==> src/hw/rtl/sba_pkg.sv <==
// Shared constants, codes and handshake types of the sector bitmap allocator.
`default_nettype none
package sba_pkg;
	localparam int SECTOR_COUNT     = 4096;
	localparam int RESERVED_SECTORS = 16;
	localparam int WORD_BITS        = 64;
	localparam int WORD_COUNT       = (SECTOR_COUNT + WORD_BITS - 1) / WORD_BITS;
	localparam int WORD_AW          = (WORD_COUNT > 1) ? $clog2(WORD_COUNT) : 1;
	localparam int BIT_AW           = 6;
	localparam int CMD_W            = 2;
	localparam int SECTOR_W         = 12;
	localparam int BYTE_NUM_W       = 9;
	localparam int BYTE_W           = 8;
	localparam int LAST_BITS        = SECTOR_COUNT - WORD_BITS * (WORD_COUNT - 1);

	// Reserved sectors all sit in word zero; a shift by the full width wraps to all ones.
	localparam logic [WORD_BITS-1:0] RES_MASK  =
		(64'd1 << RESERVED_SECTORS) - 64'd1;
	localparam logic [WORD_BITS-1:0] LAST_MASK =
		(64'd1 << LAST_BITS) - 64'd1;

	typedef enum logic [CMD_W-1:0] {
		CMD_ALLOC = 2'd0,
		CMD_MARK  = 2'd1,
		CMD_READ  = 2'd2
	} cmd_code_t;

	typedef enum logic [2:0] {
		ST_INIT,
		ST_IDLE,
		ST_RD,
		ST_AP,
		ST_SCAN,
		ST_DONE
	} state_t;

	typedef struct packed {
		logic init_wr;
		logic accept;
		logic scan;
		logic apply;
		logic load_out;
	} ctrl_cmd_t;

	typedef struct packed {
		logic init_last;
		logic scan_end;
		logic out_free;
	} dp_stat_t;
endpackage
`default_nettype wire

==> src/hw/rtl/sba_ram.sv <==
// Generic single write port, single read port RAM with registered read data.
`default_nettype none
module sba_ram #(
	parameter int WIDTH = 64,
	parameter int DEPTH = 64,
	localparam int AW = (DEPTH > 1) ? $clog2(DEPTH) : 1
) (
	input  wire logic             clk,
	input  wire logic             wr_en,
	input  wire logic [AW-1:0]    wr_addr,
	input  wire logic [WIDTH-1:0] wr_data,
	input  wire logic [AW-1:0]    rd_addr,
	output logic      [WIDTH-1:0] rd_data
);
	logic [WIDTH-1:0] mem [DEPTH];

	always_ff @(posedge clk) begin
		if (wr_en) begin
			mem[wr_addr] <= wr_data;
		end
		rd_data <= mem[rd_addr];
	end
endmodule
`default_nettype wire

==> src/hw/rtl/sba_ctrl.sv <==
// Controller state machine of the sector bitmap allocator.
`default_nettype none
module sba_ctrl (
	input  wire logic                       clk,
	input  wire logic                       arst_n,
	input  wire logic                       in_valid,
	input  wire logic [sba_pkg::CMD_W-1:0]  command,
	input  sba_pkg::dp_stat_t               stat,
	output sba_pkg::ctrl_cmd_t              cmd,
	output logic                            in_stall
);
	import sba_pkg::*;

	state_t state_q, state_d;

	always_ff @(posedge clk or negedge arst_n) begin
		if (!arst_n) begin
			state_q <= ST_INIT;
		end else begin
			state_q <= state_d;
		end
	end

	always_comb begin
		state_d  = state_q;
		cmd      = '0;
		in_stall = 1'b1;
		case (state_q)
			ST_INIT: begin
				cmd.init_wr = 1'b1;
				if (stat.init_last) begin
					state_d = ST_IDLE;
				end
			end
			ST_IDLE: begin
				in_stall = 1'b0;
				if (in_valid) begin
					cmd.accept = 1'b1;
					case (command)
						CMD_ALLOC: state_d = ST_SCAN;
						CMD_MARK:  state_d = ST_RD;
						CMD_READ:  state_d = ST_RD;
						default:   state_d = ST_DONE;
					endcase
				end
			end
			ST_RD: begin
				state_d = ST_AP;
			end
			ST_AP: begin
				cmd.apply = 1'b1;
				state_d   = ST_DONE;
			end
			ST_SCAN: begin
				cmd.scan = 1'b1;
				if (stat.scan_end) begin
					state_d = ST_DONE;
				end
			end
			ST_DONE: begin
				if (stat.out_free) begin
					cmd.load_out = 1'b1;
					state_d      = ST_IDLE;
				end
			end
			default: begin
				state_d = ST_IDLE;
			end
		endcase
	end
endmodule
`default_nettype wire

==> src/hw/rtl/sba_dp.sv <==
// Datapath of the sector bitmap allocator: bitmap RAM, scan address, search and result registers.
`default_nettype none
module sba_dp (
	input  wire logic                            clk,
	input  wire logic                            arst_n,
	input  sba_pkg::ctrl_cmd_t                   cmd,
	output sba_pkg::dp_stat_t                    stat,
	input  wire logic [sba_pkg::CMD_W-1:0]       command,
	input  wire logic [sba_pkg::SECTOR_W-1:0]    target_sector,
	input  wire logic [sba_pkg::BYTE_NUM_W-1:0]  byte_number,
	output logic                                 out_valid,
	input  wire logic                            out_stall,
	output logic                                 status,
	output logic      [sba_pkg::SECTOR_W-1:0]    sector_number,
	output logic      [sba_pkg::BYTE_W-1:0]      bitmap_byte
);
	import sba_pkg::*;

	logic [WORD_AW-1:0]    addr_q;
	logic [WORD_AW-1:0]    chk_q;
	logic                  dv_q;
	logic [CMD_W-1:0]      cmd_q;
	logic [BIT_AW-1:0]     sel_q;
	logic                  inrange_q;
	logic                  res_status_q;
	logic [SECTOR_W-1:0]   res_sector_q;
	logic [BYTE_W-1:0]     res_byte_q;
	logic                  out_valid_q;

	logic                  wr_en;
	logic [WORD_AW-1:0]    wr_addr;
	logic [WORD_BITS-1:0]  wr_data;
	logic [WORD_BITS-1:0]  rd_data;

	logic [WORD_BITS-1:0]  vmask;
	logic [WORD_BITS-1:0]  scan_word;
	logic [WORD_BITS-1:0]  read_word;
	logic [WORD_BITS-1:0]  shifted;
	logic [WORD_BITS-1:0]  onehot;
	logic                  found;
	logic                  last_word;
	logic [BIT_AW-1:0]     bit_idx;
	logic [WORD_AW+BIT_AW-1:0] sec_full;
	logic [BYTE_W-1:0]     packed_byte;

	sba_ram #(
		.WIDTH(WORD_BITS),
		.DEPTH(WORD_COUNT)
	) u_ram (
		.clk     (clk),
		.wr_en   (wr_en),
		.wr_addr (wr_addr),
		.wr_data (wr_data),
		.rd_addr (addr_q),
		.rd_data (rd_data)
	);

	// Sectors past the end of a partial last word count as used for search, zero for reads.
	always_comb begin
		last_word = (chk_q == WORD_AW'(WORD_COUNT - 1));
		vmask     = last_word ? LAST_MASK : '1;
		scan_word = rd_data | ~vmask;
		read_word = rd_data & vmask;
		onehot    = ~scan_word & (scan_word + 64'd1);
		found     = |(~scan_word);
		bit_idx   = '0;
		for (int i = 0; i < WORD_BITS; i++) begin
			if (onehot[i]) begin
				bit_idx = bit_idx | BIT_AW'(i);
			end
		end
		sec_full = {chk_q, bit_idx};
		shifted  = read_word >> sel_q;
		for (int j = 0; j < BYTE_W; j++) begin
			packed_byte[BYTE_W-1-j] = shifted[j];
		end
	end

	always_comb begin
		wr_en   = 1'b0;
		wr_addr = chk_q;
		wr_data = rd_data | onehot;
		if (cmd.init_wr) begin
			wr_en   = 1'b1;
			wr_addr = addr_q;
			wr_data = (addr_q == '0) ? RES_MASK : '0;
		end else if (cmd.scan) begin
			wr_en = dv_q && found;
		end else if (cmd.apply) begin
			wr_en   = (cmd_q == CMD_MARK) && inrange_q;
			wr_data = rd_data | (64'd1 << sel_q);
		end
	end

	assign stat.init_last = (addr_q == WORD_AW'(WORD_COUNT - 1));
	assign stat.scan_end  = dv_q && (found || last_word);
	assign stat.out_free  = !out_valid_q || !out_stall;

	always_ff @(posedge clk or negedge arst_n) begin
		if (!arst_n) begin
			addr_q      <= '0;
			dv_q        <= 1'b0;
			out_valid_q <= 1'b0;
		end else begin
			if (cmd.init_wr || cmd.scan) begin
				addr_q <= addr_q + WORD_AW'(1);
			end else if (cmd.accept) begin
				case (command)
					CMD_MARK: addr_q <= WORD_AW'(target_sector >> BIT_AW);
					CMD_READ: addr_q <= WORD_AW'(byte_number >> 3);
					default:  addr_q <= '0;
				endcase
			end
			if (cmd.accept) begin
				dv_q <= 1'b0;
			end else if (cmd.scan) begin
				dv_q <= 1'b1;
			end
			if (cmd.load_out) begin
				out_valid_q <= 1'b1;
			end else if (!out_stall) begin
				out_valid_q <= 1'b0;
			end
		end
	end

	always_ff @(posedge clk) begin
		chk_q <= addr_q;
		if (cmd.accept) begin
			cmd_q        <= command;
			res_status_q <= 1'b0;
			res_sector_q <= '0;
			res_byte_q   <= '0;
			case (command)
				CMD_MARK: begin
					sel_q     <= target_sector[BIT_AW-1:0];
					inrange_q <= (32'(target_sector) < SECTOR_COUNT);
				end
				CMD_READ: begin
					sel_q     <= {byte_number[2:0], 3'b000};
					inrange_q <= (32'(byte_number >> 3) < WORD_COUNT);
				end
				default: begin
					sel_q     <= '0;
					inrange_q <= 1'b0;
				end
			endcase
		end
		if (cmd.scan && dv_q) begin
			if (found) begin
				res_sector_q <= SECTOR_W'(sec_full);
			end else if (last_word) begin
				res_status_q <= 1'b1;
			end
		end
		if (cmd.apply && (cmd_q == CMD_READ) && inrange_q) begin
			res_byte_q <= packed_byte;
		end
		if (cmd.load_out) begin
			status        <= res_status_q;
			sector_number <= res_sector_q;
			bitmap_byte   <= res_byte_q;
		end
	end

	assign out_valid = out_valid_q;
endmodule
`default_nettype wire

==> src/hw/rtl/sector_bitmap_allocator.sv <==
// Top level of the sector bitmap allocator: controller plus datapath.
// One item at a time: the next item is taken once the result is in the output register.
// Mark and read byte read the bitmap word, then mark the sector or extract the byte.
// Allocate scans the 64-bit words in order until a free sector or the last word is found,
// so it scans at most WORD_COUNT (64) words before its result is offered.
// Reset: a clearing pass writes all WORD_COUNT (64) words of the bitmap, reserved sectors set.
`default_nettype none
module sector_bitmap_allocator (
	input  wire logic                            clk,
	input  wire logic                            arst_n,
	input  wire logic                            in_valid,
	output logic                                 in_stall,
	input  wire logic [sba_pkg::CMD_W-1:0]       command,
	input  wire logic [sba_pkg::SECTOR_W-1:0]    target_sector,
	input  wire logic [sba_pkg::BYTE_NUM_W-1:0]  byte_number,
	output logic                                 out_valid,
	input  wire logic                            out_stall,
	output logic                                 status,
	output logic      [sba_pkg::SECTOR_W-1:0]    sector_number,
	output logic      [sba_pkg::BYTE_W-1:0]      bitmap_byte
);
	import sba_pkg::*;

	// The controller sequences each item; the datapath holds the bitmap and the result.
	ctrl_cmd_t ctrl_cmd;
	dp_stat_t  dp_stat;

	// The controller accepts an item only when idle, after the clearing pass has finished.
	sba_ctrl u_ctrl (
		.clk      (clk),
		.arst_n   (arst_n),
		.in_valid (in_valid),
		.command  (command),
		.stat     (dp_stat),
		.cmd      (ctrl_cmd),
		.in_stall (in_stall)
	);

	// The datapath keeps a registered output stage, so a finished result may wait for the
	// consumer while the next item is accepted and processed.
	sba_dp u_dp (
		.clk           (clk),
		.arst_n        (arst_n),
		.cmd           (ctrl_cmd),
		.stat          (dp_stat),
		.command       (command),
		.target_sector (target_sector),
		.byte_number   (byte_number),
		.out_valid     (out_valid),
		.out_stall     (out_stall),
		.status        (status),
		.sector_number (sector_number),
		.bitmap_byte   (bitmap_byte)
	);
endmodule
`default_nettype wire
==> config.mk <==
export PLATFORM = sky130hd
export DESIGN_NAME = sector_bitmap_allocator
export DESIGN_NICKNAME = d
export VERILOG_FILES = /design/src/hw/rtl/sba_pkg.sv /design/src/hw/rtl/sba_ram.sv /design/src/hw/rtl/sba_ctrl.sv /design/src/hw/rtl/sba_dp.sv /design/src/hw/rtl/sector_bitmap_allocator.sv
export SDC_FILE = /design/constraint.sdc
export NUM_CORES = 2
export LEC_CHECK = 0
export BUFFER_PORTS_ARGS = -buffer_cell sky130_fd_sc_hd__buf_2
export CAP_MARGIN = 20
export CORE_MARGIN = 5
export CORE_UTILIZATION = 31
export CTS_CLUSTER_DIAMETER = 120
export DETAILED_ROUTE_END_ITERATION = 8
export HOLD_SLACK_MARGIN = 0.06
export PLACE_DENSITY_LB_ADDON = 0.3
export SYNTH_ARGS = -nofsm -noshare
export SYNTH_HDL_FRONTEND = slang
export SYNTH_SLANG_ARGS = --single-unit
export TNS_END_PERCENT = 20
==> constraint.sdc <==
create_clock -name clk -period 6.4 [get_ports clk]
set_input_delay 0.32 -clock clk [delete_from_list [all_inputs] [get_ports clk]]
set_output_delay 0.32 -clock clk [all_outputs]
set_load 0.02 [all_outputs]
# Yosys cells after proc, flatten, opt, wreduce, memory -nomap -nowiden
# Memory sizes are Yosys's and may differ from the RTL's. A register that Yosys moved wholly into a read port is not among the register bits.
# Index checks and enable logic that the tools add are counted.
word_totals:
  ram_bits: 4096
  reg_bits: 68
  in_bits: 27
  word_cells: 190
  memories: 1
  out_inout_bits: 23
memory_table:
  columns: ["memory", "words", "word_bits", "read_ports", "rd_clocked_by_memory_dff", "write_ports", "line_no", "source"]
  rows:
  - ["u_dp.u_ram.mem", 64, 64, 1, 1, 1, "sba_ram.sv:15", "logic [WIDTH-1:0] mem [DEPTH];"]
op_classes:
  reduce_logical: 20
  muxes: 130
  n_bitwise: 4
  shift: 2
  n_eq_ne: 16
  n_lt_le_gt_ge: 1
  addsub: 2
ops:
  columns: ["cell", "count"]
  rows:
  - ["two-way mux 64 bit", 6]
  - ["two-way mux 6 bit", 39]
  - ["bitwise OR 64 bit", 2]
  - ["two-way mux 5 bit", 16]
  - ["adder 64 x 1 -> 64 bit (second input constant)", 1]
  - ["AND 64 bit", 1]
  - ["inverter 64 bit", 1]
  - ["OR reduction 64 bit", 1]
  - ["left shift 1 x 6 -> 64 bit (first input constant)", 1]
  - ["right shift 64 x 6 -> 8 bit", 1]
  - ["two-way mux 12 bit", 4]
  - ["two-way mux 3 bit", 14]
  - ["two-way mux 1 bit", 33]
  - ["two-way mux 4 bit", 8]
  - ["one-hot mux 6 bit (2 select lines)", 2]
  - ["one-hot mux 3 bit (6 select lines)", 1]
  - ["two-way mux 16 bit", 1]
  - ["two-way mux 8 bit", 2]
  - ["equality test 6 bit (second input constant)", 2]
  - ["!= test 2 bit (second input constant)", 4]
  - ["less-than comparator 6 x 7 -> 1 bit (second input constant)", 1]
  - ["adder 6 x 1 -> 6 bit (second input constant)", 1]
  - ["equality test 3 x 2 -> 1 bit (second input constant)", 2]
  - ["equality test 3 bit (second input constant)", 2]
  - ["16 further kinds", 29]

# Longest topological paths before layout
logic_depth:
  word_depth: 68
  ltp_mapped: 10
  mapped_depth_nobuf: 7

# By module
# Synthesis repeated with hierarchy kept, for this count alone.
hier_totals:
  hier_cells: 7515
  area_unflattened_um2: 164470.2
modules_own_cells:
  columns: ["module", "area_per_inst_um2", "instances", "cells_each", "seq_area_each_um2"]
  rows:
  - ["sba_ram", 156348.7, 1, 6598, 124279.2]
  - ["sba_dp", 7860.0, 1, 887, 1721.7]
  - ["sba_ctrl", 261.5, 1, 30, 75.1]

# Worst setup path after synthesis
# OpenSTA, ideal clock, no wires.
synth_timing:
  kind: "register -> register"
  start: "reg u_ctrl.state_q[0]"
  end: "mem u_dp.u_ram.mem[0][0], enable pin"
  path_buffers: 3
  arrival_ps: 4814
  setup_ps: 487
  slack_ps: 1100
  period_less_slack_ps: 5300
  t_required_ps: 5913
  stages_incl_launch_ff: 9
  path_cell_list: "dfrtp_1 > clkbuf_1 > or2_2 > clkbuf_1 > nor2_1 > clkbuf_1 > mux2i_1 > nand2_1 > nor2_1"
synth_between:
  elab_chain_len: 10
  word_cells_on_any_way: 15
  classes_between: "2 x eq/ne; 12 x mux; 1 x reduce/logical"
synth_rtl:
  columns: ["item", "line_no", "source"]
  rows:
  - ["from (decl)", "sba_ctrl.sv:14", "state_t state_q, state_d;"]
  - ["from (signal assigned)", "sba_ctrl.sv:20", "state_q <= state_d;"]
  - ["equality test 3 x 2 -> 1 bit", "sba_ctrl.sv:28", "case (state_q)"]
  - ["two-way mux 1 bit", "sba_ctrl.sv:28", null]
  - ["two-way mux 1 bit", "sba_dp.sv:89", "end else if (cmd.apply) begin"]
  - ["two-way mux 1 bit", "sba_dp.sv:87", "end else if (cmd.scan) begin"]
  - ["two-way mux 1 bit", "sba_dp.sv:83", "if (cmd.init_wr) begin"]
  - ["two-way mux 1 bit", "sba_dp.sv:87", null]
  - ["two-way mux 1 bit (2 in a row)", "sba_dp.sv:83", null]
  - ["two-way mux 1 bit", "sba_ram.sv:18", "if (wr_en) begin"]
  - ["two-way mux 1 bit (implied by the code)", "sba_ram.sv:19", "mem[wr_addr] <= wr_data;"]
  - ["to (decl)", "sba_ram.sv:15", null]
# Several ways; a longest one is shown, not always the timed one. The select of a mux whose other input is x is not followed.

# Worst setup path after layout
layout_timing:
  start: "reg u_dp.u_ram.rd_data[1], read port of u_dp.u_ram.mem"
  end: "mem u_dp.u_ram.mem[43][59], enable pin"
layout_between:
  elab_chain_len: 8
layout_rtl:
  columns: ["item", "line_no", "source"]
  rows:
  - ["from (decl)", "sba_ram.sv:13", "output logic [WIDTH-1:0] rd_data"]
  - ["inverter 64 bit", "sba_dp.sv:65", "found = |(~scan_word);"]
  - ["OR reduction 64 bit", "sba_dp.sv:65", null]
  - ["logical AND 1 bit", "sba_dp.sv:88", "wr_en = dv_q && found;"]
  - ["two-way mux 1 bit", "sba_dp.sv:87", null]
  - ["two-way mux 1 bit (2 in a row)", "sba_dp.sv:83", null]
  - ["two-way mux 1 bit", "sba_ram.sv:18", null]
  - ["two-way mux 1 bit (implied by the code)", "sba_ram.sv:19", null]
# No other way between the ends. The select of a mux whose other input is x is not followed.

==> flow_summary.ini <==
[floorplanning]
die_width_um = 739
design.core.area_mm2 = 0.529
dieArea_mm2 = 0.546
floorplan.initialDensity_pct = 31.1
die_y_um = 739
placement_rows = 267
floorplan.io_pins = 50

[synth]
syn_area_mm2 = 0.165
synthesis.yosys.warnings = 0
yosys_register_bits = 4228
number_of_enable_flip_flop_cells_after_synthesis = 4134
synthArstFlopShare_pct = 0.260
synth-main-ff-cell = sky130_fd_sc_hd__edfxtp_1
syn_avg_cell_area_um2 = 23.9
yosysSeqAreaShare_pct = 76.6
netlist_instances = 6890
post_synth_num_cell_types = 74
synth_fp_nets = 6922

[route]
route.detailed.drc = 0
routed_wirelength_mm = 492
drt_pass_1_iters = 6
drt-initial-drc-count = 11288
detailroute.via_count = 79995
route.detailed.wl_per_inst_um = 33.6
ant_nets = 0
vias_per_cell = 5.46

[finish]
core_utilization_of_the_finished_layout_pct = 35.9
fillers = 47744
final_layout_size_suffix_gt1_share_pct = 33.2
layout.nets = 7308
area_delta_synth_final_pct = 15.3

[sta]
slew_viol_final = 0
finalSetupTns_ps = 0
fin_crit_sh_pct = 79.1
finalClockSkew_ps = 66.9
timing.max_slew.rel_slack_pct = 17.0
worstMarginPinSlew_ps = 1240
setup-violations-final = 0
hold_violations = 0
rsz0062_at_grt = false
finalWorstPathRequiredPeriod_ps = 5060
hold_ws_ps = 199
fmax_mhz = 198

[setup_path]
r2r_cells = 10
crit_path_max_fanout = 33
beginning_of_the_critical_path = u_dp.u_ram.rd_data[1]$_DFF_P_
cp_slowest_stage_delay_ps = 690
setup_crit_start_kind = flop
worst_r2r_startpoint = u_dp.u_ram.rd_data[1]$_DFF_P_
critical_path.most_common_cell = sky130_fd_sc_hd__buf_4
endpoint_class_of_the_critical_path = flop
timing.critical_path.arrival_ps = 5690
cell_with_the_largest_stage_delay_on_the_worst_path = sky130_fd_sc_hd__nand2_1
crit_chain = nand4_1 -> nor3_1 -> nand4_2 -> buf_4 -> o21ai_2 -> a21oi_1 -> nand2_1 -> nor2_4 -> buf_4 -> buf_4
crit_type = flop to flop
critPathRequiredTime_ps = 7030
rrSetupSlack_ps = 1340

[clock_tree]
htreeDepth = 5
cts_root_buf = sky130_fd_sc_hd__clkbuf_16
postCtsSetupBuffers = 0
post_cts.resized_instances = 0
tritoncts = built
clk_latency_ps = 1010
cts.path.max_buffers = 4
clock_sink_count = 4228
clkTransAtPathRegs_ps = 60
cts_buffers = 425

[hold_path]
hold_start = target_sector[10]
worst_hold_path.num_cells = 5
hold_path_class = input port to flop

[run_status]
outcome = completed

[placement]
port_buffers = 49
routabilityCongestion = 0.888
detailed_place_hpwl_mm = 270

[global_routing]
grt_pass1_wl_mm = 675
antenna_found_initial = 36
overflow = 0
grt_max_degree = 157
grt_pass1_vias = 80373
track_usage_pct = 17.5

[power_and_ir_drop]
peakVddDrop_uv = 369
power_per_cell_area_mw_per_mm2 = 477
power_leakage_nw = 56.7

[run]
maxCapViolCount = 0
kinds of logic after synthesis:
| family | count (synthesis) | synth area share [%] |
|---|---|---|
| compound gates | 267 | 1.00 |
| flops | 4228 | 76.6 |
| fa+ha+maj | 5 | 0.0380 |
| xor+xnor | 1 | 0.00532 |
| buf+inv | 439 | 1.12 |
| mux | 1446 | 19.7 |
| simple gates | 504 | 1.52 |
area by class of cell:
type	instances	area [um2]	area share, %
Sequential cell	4228	126000	66.5
Antenna cell	19	47.5	0.0251
Clock buffer	532	11200	5.89
Multi-Input combinational cell	2223	37800	19.9
Inverter	23	86.3	0.0455
Timing Repair Buffer	375	3300	1.74
Clock inverter	247	2470	1.30
Tap cell	6994	8750	4.61
sequential cells by signal (all words and copies together), names as in the netlist:
register / flops
u_ctrl.state_q: 3
u_dp.addr_q: 6
u_dp.bitmap_byte: 8
u_dp.chk_q: 6
u_dp.cmd_q: 2
u_dp.dv_q: 1
u_dp.inrange_q: 1
u_dp.out_valid: 1
u_dp.res_byte_q: 8
u_dp.res_sector_q: 12
u_dp.res_status_q: 1
u_dp.sector_number: 12
u_dp.sel_q: 6
u_dp.status: 1
u_dp.u_ram.mem: 4096
u_dp.u_ram.rd_data: 64
through the flow:
step / cell area [um2] / cells / total power, W / worst slack, ps
6_report: 190000 / 14641 / 0.0905 / 1340
5_1_grt: 190000 / 14629 / 0.0937 / 1210
4_1_cts: 190000 / 14616 / 0.0911 / 1470
3_5_place_dp: 176000 / 13818 / 0.0667 / 1520
3_3_place_gp: 175000 / 13801 / 0.0658 / 1370
2_1_floorplan: 165000 / 6890 / 0.0558 / 1100
where the power goes:
| part | leakage, nW | internal, W | switching (W) |
|---|---|---|---|
| combinational | 11.8 | 0.0107 | 0.0169 |
| sequential | 38.2 | 0.0371 | 0.00135 |
| clock | 6.65 | 0.0139 | 0.0106 |
cell usage after synthesis, types with 12 or more instances:
library cell / instances / area share [%]
sky130_fd_sc_hd__edfxtp_1: 4134 / 75
sky130_fd_sc_hd__mux4_2: 1437 / 20
sky130_fd_sc_hd__clkbuf_1: 237 / 0.54
sky130_fd_sc_hd__nor2_1: 145 / 0.33
sky130_fd_sc_hd__nand2_1: 111 / 0.25
sky130_fd_sc_hd__buf_2: 106 / 0.32
sky130_fd_sc_hd__a21oi_1: 102 / 0.31
sky130_fd_sc_hd__dfxtp_1: 83 / 1.0
sky130_fd_sc_hd__buf_1: 61 / 0.14
sky130_fd_sc_hd__o21ai_0: 56 / 0.17
sky130_fd_sc_hd__nor3_1: 49 / 0.15
sky130_fd_sc_hd__nand4_1: 41 / 0.16
sky130_fd_sc_hd__nand3_1: 38 / 0.12
sky130_fd_sc_hd__nor4_1: 24 / 0.091
sky130_fd_sc_hd__inv_1: 22 / 0.050
sky130_fd_sc_hd__a211oi_1: 19 / 0.087
sky130_fd_sc_hd__or3_1: 16 / 0.061
sky130_fd_sc_hd__nor2b_1: 13 / 0.049
sky130_fd_sc_hd__a22oi_1: 12 / 0.055
final timing paths:
check                                                        end
worst max-delay path            u_dp.u_ram.mem[43][59]$_DFFE_PP_
worst min-delay path                  u_dp.addr_q[4]$_DFFE_PN0P_
worst max register to register  u_dp.u_ram.mem[43][59]$_DFFE_PP_
worst min register to register     u_dp.bitmap_byte[5]$_DFFE_PP_
max in group asynchronous             u_dp.addr_q[5]$_DFFE_PN0P_
min in group asynchronous             u_dp.out_valid$_DFFE_PN0P_
metal layers:
layer	vias to the layer above	wire length, um	global-route usage, %
met2	3960	231000	27.6
met5	-	34	0
met4	6	14500	5.13
li1	30808	-	-
met3	699	42000	3.49
met1	44522	204000	24.8
cells in the final DEF (no fill, tap or decap), drive strengths merged, types with 5 or more instances in the layout:
master and count:
a211oi 19, a21oi 102, a221oi 9, a22oi 12
a31oi 8, and2 8, and3 11, buf 356
bufinv 37, clkbuf 532, clkinv 191, clkinvlp 9
dfrtp 11, dfxtp 83, diode 19, dlygate4sd3 19
edfxtp 4134, ha 5, inv 33, mux2i 9
mux4 1437, nand2 111, nand2b 9, nand3 39
nand3b 5, nand4 42, nor2 145, nor2b 13
nor3 50, nor4 26, o211ai 6, o21ai 57
o22ai 5, o31ai 11, o32ai 6, or3 16
or4 10
what timing repair did:
action / CTS / global route
endpoints found under the hold margin: 32 / 0
setup endpoints to repair: 0 / 0
hold buffers: 19 / 0
critical path: cells and delay by family, from the launching register on:
family / cells / cell delay [ps]
flops: 1 / 490
compound gates: 2 / 780
simple gates: 5 / 2170
buf+inv: 3 / 1100
Power figures use the tool's default switching activity.
